===== src/brse_pkg.sv =====
// Shared types, mode codes and the word popcount for the rank/select engine.
// Used by brse_store, brse_core and bitvector_rank_select_engine_unit.
package brse_pkg;

  // Item modes
  localparam logic [2:0] MODE_WRITE  = 3'd0;
  localparam logic [2:0] MODE_BUILD  = 3'd1;
  localparam logic [2:0] MODE_RANK   = 3'd2;
  localparam logic [2:0] MODE_SELECT = 3'd3;
  localparam logic [2:0] MODE_PREV   = 3'd4;
  localparam logic [2:0] MODE_TEST   = 3'd5;

  localparam logic [16:0] LEN_RESET = 17'd131071;

  typedef struct packed {
    logic [2:0]  mode;
    logic [11:0] word_index;
    logic [31:0] word_data;
    logic [16:0] position;
    logic [17:0] target_count;
  } brse_in_t;

  typedef struct packed {
    logic [17:0] answer;
    logic        bit_value;
    logic        not_found;
  } brse_out_t;

  // Write strobes toward the index store
  typedef struct packed {
    logic word;
    logic lcnt;
    logic blk;
    logic sb;
  } brse_we_t;

  // Ones in a 32-bit word, summed per nibble then across nibbles
  function automatic logic [5:0] popcnt32(input logic [31:0] v);
    logic [2:0] nib [8];
    logic [5:0] sum;
    for (int n = 0; n < 8; n++) begin
      nib[n] = 3'(v[4*n]) + 3'(v[4*n+1]) + 3'(v[4*n+2]) + 3'(v[4*n+3]);
    end
    sum = ((6'(nib[0]) + 6'(nib[1])) + (6'(nib[2]) + 6'(nib[3])))
        + ((6'(nib[4]) + 6'(nib[5])) + (6'(nib[6]) + 6'(nib[7])));
    return sum;
  endfunction

endpackage


===== src/brse_core.sv =====
// Sequencer and shared popcount/bit-scan datapath of the rank/select engine.
// Depends on brse_pkg; drives the memories in brse_store.
module brse_core #(
  parameter int WORDS    = 4096,
  parameter int SB_WORDS = 16,
  localparam int WAW     = $clog2(WORDS),
  localparam int BAW     = (WORDS / 8 > 1) ? $clog2(WORDS / 8) : 1,
  localparam int SAW     = $clog2(WORDS / SB_WORDS + 1)
) (
  input  logic               clk_i,
  input  logic               rst_ni,
  input  logic               cfg_we_i,
  input  logic [16:0]        cfg_data_i,
  input  logic               in_valid_i,
  output logic               in_stall_o,
  input  brse_pkg::brse_in_t  in_data_i,
  output logic               out_valid_o,
  input  logic               out_stall_i,
  output brse_pkg::brse_out_t out_data_o,
  output brse_pkg::brse_we_t  we_o,
  output logic [WAW-1:0]     word_waddr_o,
  output logic [31:0]        word_wdata_o,
  output logic [WAW-1:0]     word_raddr_o,
  input  logic [31:0]        word_rdata_i,
  output logic [WAW-1:0]     lcnt_waddr_o,
  output logic [7:0]         lcnt_wdata_o,
  output logic [WAW-1:0]     lcnt_raddr_o,
  input  logic [7:0]         lcnt_rdata_i,
  output logic [BAW-1:0]     blk_waddr_o,
  output logic [17:0]        blk_wdata_o,
  output logic [BAW-1:0]     blk_raddr_o,
  input  logic [17:0]        blk_rdata_i,
  output logic [SAW-1:0]     sb_waddr_o,
  output logic [17:0]        sb_wdata_o,
  output logic [SAW-1:0]     sb_raddr_o,
  input  logic [17:0]        sb_rdata_i
);

  localparam int WQW     = (WAW + 1 > 12) ? WAW + 1 : 12;
  localparam int SCW     = (SB_WORDS > 1) ? $clog2(SB_WORDS) : 1;
  localparam int NSB_MAX = WORDS / SB_WORDS;
  localparam int SBB     = 32 * SB_WORDS;

  localparam logic [3:0] ST_IDLE  = 4'd0;
  localparam logic [3:0] ST_DONE  = 4'd1;
  localparam logic [3:0] ST_BRD   = 4'd2;
  localparam logic [3:0] ST_BWR   = 4'd3;
  localparam logic [3:0] ST_RRD   = 4'd4;
  localparam logic [3:0] ST_RSUM  = 4'd5;
  localparam logic [3:0] ST_SRD   = 4'd6;
  localparam logic [3:0] ST_SCMP  = 4'd7;
  localparam logic [3:0] ST_WRD   = 4'd8;
  localparam logic [3:0] ST_WCHK  = 4'd9;
  localparam logic [3:0] ST_SSCAN = 4'd10;
  localparam logic [3:0] ST_PRD   = 4'd11;
  localparam logic [3:0] ST_PCHK  = 4'd12;
  localparam logic [3:0] ST_PSCAN = 4'd13;
  localparam logic [3:0] ST_TRD   = 4'd14;
  localparam logic [3:0] ST_TBIT  = 4'd15;

  logic [3:0]          state_q, state_d;
  logic [16:0]         blen_q, blen_d;
  logic [WQW-1:0]      w_q, w_d;
  logic [4:0]          off_q, off_d;
  logic [17:0]         k_q, k_d;
  logic [SAW-1:0]      j_q, j_d;
  logic [WQW-1:0]      ws_q, ws_d;
  logic [18:0]         joff_q, joff_d;
  logic [WQW-1:0]      midws_q, midws_d;
  logic [17:0]         sbmid_q, sbmid_d;
  logic [18:0]         rem_q, rem_d;
  logic [31:0]         scan_q, scan_d;
  logic [4:0]          b_q, b_d;
  logic [31:0]         mask_q, mask_d;
  logic [17:0]         total_q, total_d;
  logic [7:0]          local_q, local_d;
  logic [SCW-1:0]      sbc_q, sbc_d;
  logic [SAW-1:0]      sbi_q, sbi_d;
  brse_pkg::brse_out_t res_q, res_d;
  brse_pkg::brse_out_t out_q, out_d;
  logic                out_valid_q, out_valid_d;

  logic                accept;
  logic                load;
  logic [WAW-1:0]      last_w;
  logic [WQW-1:0]      last_q_w;
  logic                in_range;
  logic [5:0]          pc;
  logic [31:0]         pfull;
  logic                mid_hit;
  logic [WQW-1:0]      ws_sel;
  logic [17:0]         sb_sel;
  logic                first_in_blk;
  logic [31:0]         pv;
  logic [11:0]         in_w;

  assign accept      = in_valid_i && (state_q == ST_IDLE);
  assign in_stall_o  = (state_q != ST_IDLE);
  assign out_valid_o = out_valid_q;
  assign out_data_o  = out_q;

  // Last word covered by bit_length
  assign last_w   = (32'(blen_q[16:5]) < WORDS) ? WAW'(blen_q[16:5]) : WAW'(WORDS - 1);
  assign last_q_w = WQW'(last_w);
  assign in_range = 32'(w_q) < WORDS;
  assign in_w     = in_data_i.position[16:5];

  // Shared unit: one word popcount, selected by state
  always_comb begin
    if (state_q == ST_RSUM) begin
      pc = brse_pkg::popcnt32(word_rdata_i << (5'd31 - off_q));
    end else begin
      pc = brse_pkg::popcnt32(word_rdata_i);
    end
  end

  assign pfull        = {{(32 - WQW - 5){1'b0}}, w_q, b_q};
  assign mid_hit      = sb_rdata_i < k_q;
  assign ws_sel       = mid_hit ? ws_q : midws_q;
  assign sb_sel       = mid_hit ? sb_rdata_i : sbmid_q;
  assign first_in_blk = (w_q[2:0] == 3'd0);
  assign pv           = (in_range ? word_rdata_i : 32'd0) & mask_q;

  // Memory addressing
  assign word_waddr_o = WAW'(in_data_i.word_index);
  assign word_wdata_o = in_data_i.word_data;
  assign word_raddr_o = WAW'(w_q);
  assign lcnt_raddr_o = WAW'(w_q);
  assign lcnt_waddr_o = WAW'(w_q);
  assign lcnt_wdata_o = first_in_blk ? 8'd0 : local_q;
  assign blk_raddr_o  = BAW'(w_q >> 3);
  assign blk_waddr_o  = BAW'(w_q >> 3);
  assign blk_wdata_o  = total_q;
  assign sb_raddr_o   = j_q;
  assign sb_waddr_o   = (state_q == ST_BWR) ? sbi_q + SAW'(1) : '0;
  assign sb_wdata_o   = (state_q == ST_BWR) ? total_q + 18'(pc) : 18'd0;

  // Sequencer
  always_comb begin
    state_d     = state_q;
    blen_d      = cfg_we_i ? cfg_data_i : blen_q;
    w_d         = w_q;
    off_d       = off_q;
    k_d         = k_q;
    j_d         = j_q;
    ws_d        = ws_q;
    joff_d      = joff_q;
    midws_d     = midws_q;
    sbmid_d     = sbmid_q;
    rem_d       = rem_q;
    scan_d      = scan_q;
    b_d         = b_q;
    mask_d      = mask_q;
    total_d     = total_q;
    local_d     = local_q;
    sbc_d       = sbc_q;
    sbi_d       = sbi_q;
    res_d       = res_q;
    out_d       = out_q;
    load        = 1'b0;
    we_o        = '0;

    case (state_q)
      ST_IDLE: begin
        if (accept) begin
          res_d = '0;
          off_d = in_data_i.position[4:0];
          k_d   = in_data_i.target_count;
          w_d   = WQW'(in_w);
          case (in_data_i.mode)
            brse_pkg::MODE_WRITE: begin
              we_o.word = 32'(in_data_i.word_index) < WORDS;
              state_d   = ST_DONE;
            end
            brse_pkg::MODE_BUILD: begin
              we_o.sb = 1'b1;
              w_d     = '0;
              total_d = '0;
              local_d = '0;
              sbc_d   = '0;
              sbi_d   = '0;
              state_d = ST_BRD;
            end
            brse_pkg::MODE_RANK: begin
              if (in_data_i.position > blen_q || 32'(in_w) >= WORDS) begin
                state_d = ST_DONE;
              end else begin
                state_d = ST_RRD;
              end
            end
            brse_pkg::MODE_SELECT: begin
              j_d    = '0;
              ws_d   = '0;
              joff_d = '0;
              if (in_data_i.target_count == 18'd0) begin
                res_d.not_found = 1'b1;
                state_d         = ST_DONE;
              end else begin
                state_d = ST_SRD;
              end
            end
            brse_pkg::MODE_PREV: begin
              mask_d  = 32'hFFFF_FFFF >> (5'd31 - in_data_i.position[4:0]);
              state_d = ST_PRD;
            end
            brse_pkg::MODE_TEST: begin
              state_d = ST_TRD;
            end
            default: begin
              state_d = ST_DONE;
            end
          endcase
        end
      end

      // Build: one word read, then counts written
      ST_BRD: state_d = ST_BWR;
      ST_BWR: begin
        we_o.lcnt = 1'b1;
        we_o.blk  = first_in_blk;
        local_d   = (first_in_blk ? 8'd0 : local_q) + 8'(pc);
        total_d   = total_q + 18'(pc);
        if (sbc_q == SCW'(SB_WORDS - 1)) begin
          we_o.sb = 1'b1;
          sbi_d   = sbi_q + SAW'(1);
          sbc_d   = '0;
        end else begin
          sbc_d = sbc_q + SCW'(1);
        end
        if (w_q == last_q_w) begin
          state_d = ST_DONE;
        end else begin
          w_d     = w_q + WQW'(1);
          state_d = ST_BRD;
        end
      end

      // Rank: block total, local count and masked word popcount
      ST_RRD: state_d = ST_RSUM;
      ST_RSUM: begin
        res_d.answer = blk_rdata_i + 18'(lcnt_rdata_i) + 18'(pc);
        state_d      = ST_DONE;
      end

      // Select: walk superblock totals for the last one below k
      ST_SRD: state_d = ST_SCMP;
      ST_SCMP: begin
        midws_d = ws_sel;
        sbmid_d = sb_sel;
        if (joff_q + 19'(SBB) <= 19'(blen_q) && 32'(j_q) < NSB_MAX) begin
          j_d     = j_q + SAW'(1);
          ws_d    = ws_q + WQW'(SB_WORDS);
          joff_d  = joff_q + 19'(SBB);
          state_d = ST_SRD;
        end else begin
          rem_d = 19'(k_q) - 19'(sb_sel);
          if (ws_sel > last_q_w) begin
            res_d.not_found = 1'b1;
            state_d         = ST_DONE;
          end else begin
            w_d     = ws_sel;
            state_d = ST_WRD;
          end
        end
      end

      // Select: walk words until the remaining count falls in one
      ST_WRD: state_d = ST_WCHK;
      ST_WCHK: begin
        if (19'(pc) >= rem_q) begin
          scan_d  = word_rdata_i;
          b_d     = '0;
          state_d = ST_SSCAN;
        end else begin
          rem_d = rem_q - 19'(pc);
          if (w_q == last_q_w) begin
            res_d.not_found = 1'b1;
            state_d         = ST_DONE;
          end else begin
            w_d     = w_q + WQW'(1);
            state_d = ST_WRD;
          end
        end
      end

      // Select: one bit a cycle, upward
      ST_SSCAN: begin
        scan_d = scan_q >> 1;
        b_d    = b_q + 5'd1;
        if (scan_q[0]) begin
          rem_d = rem_q - 19'd1;
          if (rem_q == 19'd1) begin
            if (pfull > 32'(blen_q)) begin
              res_d.not_found = 1'b1;
            end else begin
              res_d.answer = 18'(pfull);
            end
            state_d = ST_DONE;
          end
        end
      end

      // Prev: walk words downward to the first nonzero one
      ST_PRD: state_d = ST_PCHK;
      ST_PCHK: begin
        if (pv != 32'd0) begin
          scan_d  = pv;
          b_d     = 5'd31;
          state_d = ST_PSCAN;
        end else if (w_q == '0) begin
          res_d.not_found = 1'b1;
          state_d         = ST_DONE;
        end else begin
          w_d     = w_q - WQW'(1);
          mask_d  = 32'hFFFF_FFFF;
          state_d = ST_PRD;
        end
      end

      // Prev: one bit a cycle, downward
      ST_PSCAN: begin
        if (scan_q[31]) begin
          res_d.answer = 18'(pfull);
          state_d      = ST_DONE;
        end else begin
          scan_d = scan_q << 1;
          b_d    = b_q - 5'd1;
        end
      end

      // Test bit
      ST_TRD: state_d = ST_TBIT;
      ST_TBIT: begin
        res_d.bit_value = in_range ? word_rdata_i[off_q] : 1'b0;
        state_d         = ST_DONE;
      end

      // Hand the beat to the output register
      ST_DONE: begin
        if (!out_valid_q || !out_stall_i) begin
          load    = 1'b1;
          out_d   = res_q;
          state_d = ST_IDLE;
        end
      end

      default: state_d = ST_IDLE;
    endcase
  end

  assign out_valid_d = load || (out_valid_q && out_stall_i);

  // Control state
  always_ff @(posedge clk_i or negedge rst_ni) begin
    if (!rst_ni) begin
      state_q     <= ST_IDLE;
      blen_q      <= brse_pkg::LEN_RESET;
      out_valid_q <= 1'b0;
    end else begin
      state_q     <= state_d;
      blen_q      <= blen_d;
      out_valid_q <= out_valid_d;
    end
  end

  // Datapath registers
  always_ff @(posedge clk_i) begin
    w_q     <= w_d;
    off_q   <= off_d;
    k_q     <= k_d;
    j_q     <= j_d;
    ws_q    <= ws_d;
    joff_q  <= joff_d;
    midws_q <= midws_d;
    sbmid_q <= sbmid_d;
    rem_q   <= rem_d;
    scan_q  <= scan_d;
    b_q     <= b_d;
    mask_q  <= mask_d;
    total_q <= total_d;
    local_q <= local_d;
    sbc_q   <= sbc_d;
    sbi_q   <= sbi_d;
    res_q   <= res_d;
    out_q   <= out_d;
  end

  a_load_from_done: assert property (@(posedge clk_i) disable iff (!rst_ni)
    load |-> state_q == ST_DONE)
    else $error("result loaded outside the done state");

  a_build_in_range: assert property (@(posedge clk_i) disable iff (!rst_ni)
    state_q == ST_BWR |-> w_q <= last_q_w)
    else $error("build walked past the last word");

  a_select_rem: assert property (@(posedge clk_i) disable iff (!rst_ni)
    state_q == ST_WCHK |-> rem_q != 19'd0)
    else $error("select remainder reached zero between words");

  a_done_next: assert property (@(posedge clk_i) disable iff (!rst_ni)
    (state_q == ST_DONE && !out_valid_q) |=> out_valid_q && state_q == ST_IDLE)
    else $error("finished result not moved to the output register");

endmodule


===== config.mk =====
export PLATFORM = sky130hd
export DESIGN_NAME = brse_core
export DESIGN_NICKNAME = d
export VERILOG_FILES = /design/src/brse_pkg.sv /design/src/brse_core.sv
export SDC_FILE = /design/constraint.sdc
export NUM_CORES = 1
export LEC_CHECK = 0
export BUFFER_PORTS_ARGS = -buffer_cell sky130_fd_sc_hd__buf_2
export CAP_MARGIN = 20
export CORE_MARGIN = 5
export CORE_UTILIZATION = 40
export DETAILED_ROUTE_END_ITERATION = 10
export HOLD_SLACK_MARGIN = 0.06
export PLACE_DENSITY = 0.71
export SYNTH_ARGS = -nofsm -noshare
export SYNTH_HDL_FRONTEND = slang
export SYNTH_SLANG_ARGS = --single-unit

===== constraint.sdc =====
create_clock -name clk_i -period 18.8 [get_ports clk_i]
set_input_delay 3.76 -clock clk_i [delete_from_list [all_inputs] [get_ports clk_i]]
set_output_delay 3.76 -clock clk_i [all_outputs]
set_load 0.05 [all_outputs]

==> impl_results.md, run 1 <==
* Result of the run: finished clean
* Final worst slack at 3110 ps
* WL per Instance at 21.8 µm
* Number of nets in the finished design at 2,737
* Yosys cell types at 89
* Number of cells produced by synthesis at 2,188
* End of the worst hold path: out_data_o[8]
* Dpl ws at 3130 ps
* Routed wire length at 67,100 µm
* Commonest register cell after synthesis: sky130_fd_sc_hd__edfxtp_1
* Launching element type of the critical path: primary input
* Remaining Overflow, GRT at 0
* Final setup violation count at 0
* Post-synthesis instance area at 21,600 µm²
* Total via count in the routed design at 17,803
* Post-CTS Resized at 0
* Slowest cell on crit path: sky130_fd_sc_hd__a211oi_1
* Final Slew Violations at 0
* Nature of the critical path endpoint: output port
* Cell row count at 85
* Hold wc startpoint: res_q[8]
* Largest delay share family, worst path: adder cells
* Buffers on Ports at 277
* Seq cells post-synth at 283
* Number of placed instances, taps included at 3,002
* Type of the worst min-delay path: reg -> reg
* Worst reg2reg path endpoint: res_q[19]
* First-pass GRT wire length at 103,000 µm
* DIE AREA at 58,800 µm²
* Most Frequent Cell on Critical Path: sky130_fd_sc_hd__fa_1
* Post-synthesis to final-layout area growth at 11.9%
* Max Cap Violations at 0
* Buffer count from post-CTS setup fixing at 0
* Post-synth EDFFs at 261
* Deepest clock path buffer count at 3
* Root buffer cell: sky130_fd_sc_hd__clkbuf_16
* Ys async rst share at 7.77%
* Die Width at 243 µm
* Maximum fanout along the worst path at 7
* Clk_skew at 22.5 ps
* Post-route fraction of the period consumed by the critical path at 83.4%
* TritonCTS clock tree: built
* Delay of the slowest cell on the worst path at 600 ps
* Vias per std cell at 5.79
* Number of antenna violations at the first check in global routing at 12
* R2R Path Start: off_q[4]
* Required time worst endpoint at 15,040 ps
* Hold violation total from the final report at 0
* Post-Syn Nets at 2,579
* Sink Count at 283
* Buffers and inverters on the worst path at 4
* Number of hold buffers added after cts at 0
* Setup TNS at 0 ps
* Final core utilization at 45.1%
* Path type of the worst setup path: in -> out
* Standard cell core area at 53,700 µm²
* Cell count of the worst hold path at 0
* Count of boundary I/O pins at 366
* Arrival time at the worst endpoint at 11,930 ps
* Post-detail-place hpwl at 52,100 µm
* Top library cells by usage in the layout, fill and taps aside: 277 x sky130_fd_sc_hd__buf_2, 261 x sky130_fd_sc_hd__edfxtp_1, 215 x sky130_fd_sc_hd__nand2_1, 194 x sky130_fd_sc_hd__inv_1, 155 x sky130_fd_sc_hd__nor2_1
* Share of layout cells above drive strength 1 at 18.5%
* CTS HTree Levels at 2
* DRT iter0 DRCs at 1,984
* Final GP Congestion at 0.962
* Clock period minus worst slack at 15,690 ps
* Clock input transition at the sequential cells of the worst setup and hold paths at 60 ps
* Pin count of the biggest net entering global routing at 55
* R2r worst-path depth at 27
* Worst Tran Pin Value at 1040 ps
* Unrepaired setup endpoints after global routing: false
* Fin cells at 3,073
* Average footprint of a synthesized cell at 9.89 µm²
* Worst reg2reg setup slack at 8470 ps
* Global-route usage over all layers at 21.9%
* Warning count from the yosys run at 0
* Initial core utilization at 40.3%
* Most frequent standard cell in the layout excluding fill and tap cells: sky130_fd_sc_hd__buf_2
* Height of the die at 243 µm
* Post-DRT Antenna Nets at 0
* Headroom to the max-slew limit at 30.6%
* Peak clock frequency supported by timing at 63.7 MHz
* Post-route DRC at 0
* Clk_lat worst skew at 560 ps
* Number of global-route vias before repair at 17,594
* Total clock buffers created by CTS at 36
* Sequential fraction of the synthesis area at 38.9%
* Drt pass-1 iters at 7
==> worst max path at each step <==
stage,from,to,slack [ps],cells past startpoint
floorplan,word_rdata_i[19],sb_wdata_o[13],3870,24
global placement,word_rdata_i[19],sb_wdata_o[17],3300,27
detailed placement,word_rdata_i[12],sb_wdata_o[11],3130,27
CTS,word_rdata_i[19],sb_wdata_o[17],3060,27
global route,word_rdata_i[11],sb_wdata_o[15],2710,29
finish,word_rdata_i[19],sb_wdata_o[17],3110,27
==> synthesized netlist by cell type, types with 9 or more instances <==
| cell | count | area [µm²] |
|---|---|---|
| sky130_fd_sc_hd__edfxtp_1 | 261 | 7840 |
| sky130_fd_sc_hd__nand2_1 | 215 | 807 |
| sky130_fd_sc_hd__inv_1 | 195 | 732 |
| sky130_fd_sc_hd__nor2_1 | 158 | 593 |
| sky130_fd_sc_hd__ha_1 | 150 | 1880 |
| sky130_fd_sc_hd__o21ai_0 | 139 | 696 |
| sky130_fd_sc_hd__a21oi_1 | 110 | 551 |
| sky130_fd_sc_hd__buf_4 | 99 | 743 |
| sky130_fd_sc_hd__clkbuf_1 | 63 | 236 |
| sky130_fd_sc_hd__xnor2_1 | 62 | 543 |
| sky130_fd_sc_hd__fa_1 | 61 | 1220 |
| sky130_fd_sc_hd__a21o_1 | 46 | 345 |
| sky130_fd_sc_hd__mux2i_1 | 43 | 430 |
| sky130_fd_sc_hd__nand3_1 | 42 | 210 |
| sky130_fd_sc_hd__xor2_1 | 41 | 359 |
| sky130_fd_sc_hd__and2_1 | 35 | 219 |
| sky130_fd_sc_hd__nor2b_1 | 27 | 169 |
| sky130_fd_sc_hd__nor3_1 | 24 | 120 |
| sky130_fd_sc_hd__and3_1 | 22 | 138 |
| sky130_fd_sc_hd__mux2_2 | 22 | 248 |
| sky130_fd_sc_hd__a211oi_1 | 21 | 158 |
| sky130_fd_sc_hd__a221oi_1 | 21 | 184 |
| sky130_fd_sc_hd__a222oi_1 | 21 | 210 |
| sky130_fd_sc_hd__nor4_1 | 19 | 119 |
| sky130_fd_sc_hd__dfstp_2 | 17 | 447 |
| sky130_fd_sc_hd__o21a_1 | 17 | 128 |
| sky130_fd_sc_hd__a22o_1 | 15 | 131 |
| sky130_fd_sc_hd__nand4_1 | 14 | 87.6 |
| sky130_fd_sc_hd__mux4_2 | 13 | 293 |
| sky130_fd_sc_hd__a221o_1 | 12 | 120 |
| sky130_fd_sc_hd__o22ai_1 | 12 | 75.1 |
| sky130_fd_sc_hd__a22oi_1 | 10 | 75.1 |
| sky130_fd_sc_hd__buf_1 | 10 | 37.5 |
| sky130_fd_sc_hd__or3_1 | 10 | 62.6 |
| sky130_fd_sc_hd__a31oi_1 | 9 | 56.3 |
| sky130_fd_sc_hd__o211ai_1 | 9 | 67.6 |
==> flip-flops by register name, summed over array words and instances (netlist names), 4 cells and up <==
register	cells
scan_q	32
ws_q	9
blen_q	17
blk_wdata_o	18
sbc_q	4
sbmid_q	18
midws_q	13
res_q	20
mask_q	31
joff_q	10
local_q	8
w_q	13
off_q	5
rem_q	19
b_q	5
sbi_q	9
state_q	4
out_data_o	20
k_q	18
sb_raddr_o	9
==> routing by layer <==
layer / global-route usage [%] / part of all wire (%) / vias up
met1: 29.0 / 41 / 8752
li1: - / - / 8152
met5: 0 / 0.12 / -
met2: 35.1 / 46 / 761
met4: 8.41 / 3.5 / 12
met3: 5.21 / 8.5 / 126
==> stage by stage <==
stage          hold WS (ps)  area, µm²
6_report                416      24200
5_1_grt                 418      24200
4_1_cts                 412      24200
3_5_place_dp            405      23000
3_3_place_gp            406      23000
2_1_floorplan           400      21600
==> kinds of logic after synthesis <==
group	Yosys count	share of synthesized area, %
XOR/XNOR	104	4.24
adder cells (fa/ha/maj)	216	14.6
AO/OA/AOI/OAI	514	16.0
buffers and inverters	380	8.39
multiplexers	78	4.49
AND/OR/NAND/NOR	613	13.4
flip-flops	283	38.9
==> cell type report <==
type / instances / area (µm²)
Timing Repair Buffer: 301 / 1570
Fill cell: 5017 / 29500
Clock buffer: 45 / 956
Multi-Input combinational cell: 1525 / 11500
Antenna cell: 5 / 12.5
Sequential cell: 283 / 8410
Inverter: 199 / 747
Tap cell: 696 / 871
Clock inverter: 19 / 183
Power of run 1 is not shown: default switching activity piles up to over one toggle a cycle in this logic, so the estimate is an artifact.
==> run 2, diff against run 1 <==
Settings changed: ABC_AREA from default to 1, PLACE_DENSITY 0.71 to 0.73.
Clock period 18.8 ns to 14.2 ns, I/O delays scaled along.
==> run 2 against run 1 <==
  * Core utilization rose by 0.10 points
  * Hold slack got worse by 2.7 ps
  * Synthesized cell count rose by 26%
  * Non-clock buffer count did not move
  * Routed wire length rose by 1.0%
  * Die area rose by 2.8%
  * Worst setup slack got worse by 2200 ps
  * Count of clock-buffer cells in the layout rose by 2
  * Critical endpoint is now sb_wdata_o[13]
  * Largest cell class unchanged
==> impl_results.md, run 2 <==
* Result of the run: finished clean
* Post-detail-place hpwl at 52,700 µm (+1.1%)
* Ys async rst share at 7.77% (unchanged)
* Clock period minus worst slack at 13,290 ps
* Average footprint of a synthesized cell at 8.07 µm² (-18%)
* Slowest cell on crit path: sky130_fd_sc_hd__fa_1
* Pin count of the biggest net entering global routing at 64 (+16%)
* Number of hold buffers added after cts at 0 (unchanged)
* Height of the die at 246 µm (+1.4%)
* Yosys cell types at 63 (-29%)
* Post-placement cell area at 23,700 µm² (+3.0%)
* Root buffer cell: sky130_fd_sc_hd__clkbuf_16
* Deepest clock path buffer count at 3 (unchanged)
* Number of nets in the finished design at 3,312 (+21%)
* Buffers and inverters on the worst path at 8 (+4)
* Post-synthesis instance area at 22,300 µm² (+2.9%)
* Buffer count from post-CTS setup fixing at 0 (unchanged)
* Most used standard cell by instance count after synthesis: sky130_fd_sc_hd__nand2_1
* Top-area cell type share of the netlist area at 35.2% (-1.0 points)
* Sink Count at 283 (unchanged)
* Largest register by flop count: scan_q
* Routed met1 length at 28,700 µm (+3.4%)
* Remaining Overflow, GRT at 0 (unchanged)
* Clock input transition at the sequential cells of the worst setup and hold paths at 60 ps (about the same)
* Routed wire length at 67,800 µm (+1.0%)
* Global-route usage over all layers at 21.9% (-0.060 points)
* Cell row count at 86 (+1.2%)
* Drt pass-1 iters at 6 (-1)
* Share of layout cells above drive strength 1 at 15.8% (-2.7 points)
* Post-route DRC at 0 (unchanged)
* Clk_lat worst skew at 560 ps (about the same)
* Path type of the worst setup path: in -> out
* Final GP Congestion at 0.969 (+0.67%)
* Highest metal used: met5
* Delay of the slowest cell on the worst path at 560 ps (-40 ps)
* Launching element type of the critical path: primary input
* Standard cell core area at 55,100 µm² (+2.6%)
* Vias per std cell at 5.31 (-8.3%)
* Registers with the most flip-flops: scan_q (32), mask_q (31)
* Setup TNS at 0 ps (unchanged)
* TritonCTS clock tree: built
* Dominant cells by area after synthesis: sky130_fd_sc_hd__edfxtp_1 35%, sky130_fd_sc_hd__nand2_1 9.8%, sky130_fd_sc_hd__ha_1 8.4%
* Post-DRT Antenna Nets at 0 (unchanged)
* Number of global-route vias before repair at 18,874 (+7.3%)
* Headroom to the max-slew limit at 31.2% (+0.64 points)
* Buffers on Ports at 277 (unchanged)
* Unrepaired setup endpoints after global routing: false
* Number of antenna violations at the first check in global routing at 5 (-7)
* Peak clock frequency supported by timing at 75.3 MHz
* First-pass GRT wire length at 105,000 µm (+2.0%)
* Final setup violation count at 0 (unchanged)
* WL per Instance at 18.3 µm (-16%)
* Hold violation total from the final report at 0 (unchanged)
* DR WL met2 at 31,100 µm (-0.28%)
* Initial core utilization at 40.4% (+0.12 points)
* Post-route cell area at 24,900 µm² (+2.8%)
* Nature of the critical path endpoint: output port
* Post-Syn Nets at 3,149 (+22%)
* Number of flip-flops under the largest register name at 32 (unchanged)
* DIE AREA at 60,500 µm² (+2.8%)
* Number of fill cells in the layout at 5,504 (+9.7%)
* Arrival time at the worst endpoint at 10,450 ps (-1480 ps)
* Sequential fraction of the synthesis area at 37.8% (-1.1 points)
* Top cells by instance count after synthesis: 582 x sky130_fd_sc_hd__nand2_1, 349 x sky130_fd_sc_hd__inv_1, 261 x sky130_fd_sc_hd__edfxtp_1
* DRT iter0 DRCs at 2,212 (+11%)
* Total clock buffers created by CTS at 35 (-2.8%)
* Clk_skew at 21.2 ps (-1.29 ps)
* CTS HTree Levels at 2 (unchanged)
* Number of cells produced by synthesis at 2,758 (+26%)
* Commonest register cell after synthesis: sky130_fd_sc_hd__edfxtp_1
* Post-synth EDFFs at 261 (unchanged)
* Top library cells by usage in the layout, fill and taps aside: 582 x sky130_fd_sc_hd__nand2_1, 349 x sky130_fd_sc_hd__inv_1, 277 x sky130_fd_sc_hd__buf_2, 261 x sky130_fd_sc_hd__edfxtp_1
* Total via count in the routed design at 19,640 (+10%)
* Required time worst endpoint at 11,360 ps (-3680 ps)
* Warning count from the yosys run at 0 (unchanged)
* Worst Tran Pin Value at 1030 ps (-13.3 ps)
* Seq cells post-synth at 283 (unchanged)
* Post-CTS Resized at 0 (unchanged)
* Post-route fraction of the period consumed by the critical path at 93.6%
* Post-synthesis to final-layout area growth at 11.8% (about the same)
* Largest delay share family, worst path: adder cells
* Most Frequent Cell on Critical Path: sky130_fd_sc_hd__fa_1
* Most frequent standard cell in the layout excluding fill and tap cells: sky130_fd_sc_hd__nand2_1
* Max Cap Violations at 0 (unchanged)
* Count of boundary I/O pins at 366 (unchanged)
* Type of the worst min-delay path: reg -> reg
* Final Slew Violations at 0 (unchanged)
* Worst Hold Slack at 413 ps (-2.65 ps)
* Die Width at 246 µm (+1.4%)
* Detailed-routed wire length on met3 at 5690 µm (-0.44%)
* Library cell with the largest summed area after synthesis: sky130_fd_sc_hd__edfxtp_1
* Maximum fanout along the worst path at 5 (-2)
## run 2: cell types whose count changed after synthesis, sizes merged, moves of 27 or more
| cell | delta |
|---|---|
| nor2 | +104 |
| a21oi | +54 |
| nand3 | +118 |
| nand2 | +382 |
| nor2b | -27 |
| and2 | -34 |
| o21ai | +114 |
| xnor2 | -53 |
| a21o | -42 |
| inv | +170 |
| mux2i | -30 |
## run 2: path summary, 6_finish.rpt
check / start / slack (ps) / cells after the start / to
min in group asynchronous: rst_ni / 2280 / 1 / state_q[0]
setup / recovery: word_rdata_i[14] / 910 / 34 / sb_wdata_o[13]
setup reg to reg: off_q[1] / 4930 / 36 / res_q[19]
max in group asynchronous: rst_ni / 11540 / 1 / blen_q[6]
hold reg to reg: res_q[9] / 410 / 0 / out_data_o[9]
hold / removal: res_q[9] / 410 / 0 / out_data_o[9]
## run 2: final cells by class
class | instances | area (µm²) | share of cell area, %
multi-input combinational | 1930 | 11400 | 45.9
tap | 748 | 936 | 3.76
sequential | 283 | 8410 | 33.8
antenna | 3 | 7.51 | 0.0302
inverter | 370 | 1390 | 5.60
clock buffer | 47 | 972 | 3.91
clock inverter | 16 | 174 | 0.699
timing repair buffer | 301 | 1570 | 6.29
## run 2: cells by family after synthesis
| logic type | count (synthesis) | synth area share (%) |
|---|---|---|
| AO/OA/AOI/OAI | 525 | 13.1 |
| XOR/XNOR | 30 | 1.18 |
| adder cells (fa/ha/maj) | 211 | 13.9 |
| buffers and inverters | 545 | 11.1 |
| flip-flops | 283 | 37.8 |
| multiplexers | 13 | 0.585 |
| AND/OR/NAND/NOR | 1151 | 22.3 |
## run 2: layer usage
layer	up-vias	global-route usage, %
li1	9564	-
met1	9121	29.2
met2	818	35.5
met3	135	4.74
met4	2	7.19
met5	-	0
## run 2: per-stage QoR
stage / utilization, % / cells / setup slack [ps]
after floorplan: - / 2758 / 917
after global placement: 43.1 / 3632 / 1140
after detailed placement: 43.1 / 3632 / 1040
after CTS: 45.2 / 3695 / 971
after global routing: 45.2 / 3697 / 411
final: 45.2 / 3698 / 912
Power of run 2 is left out for the same reason.
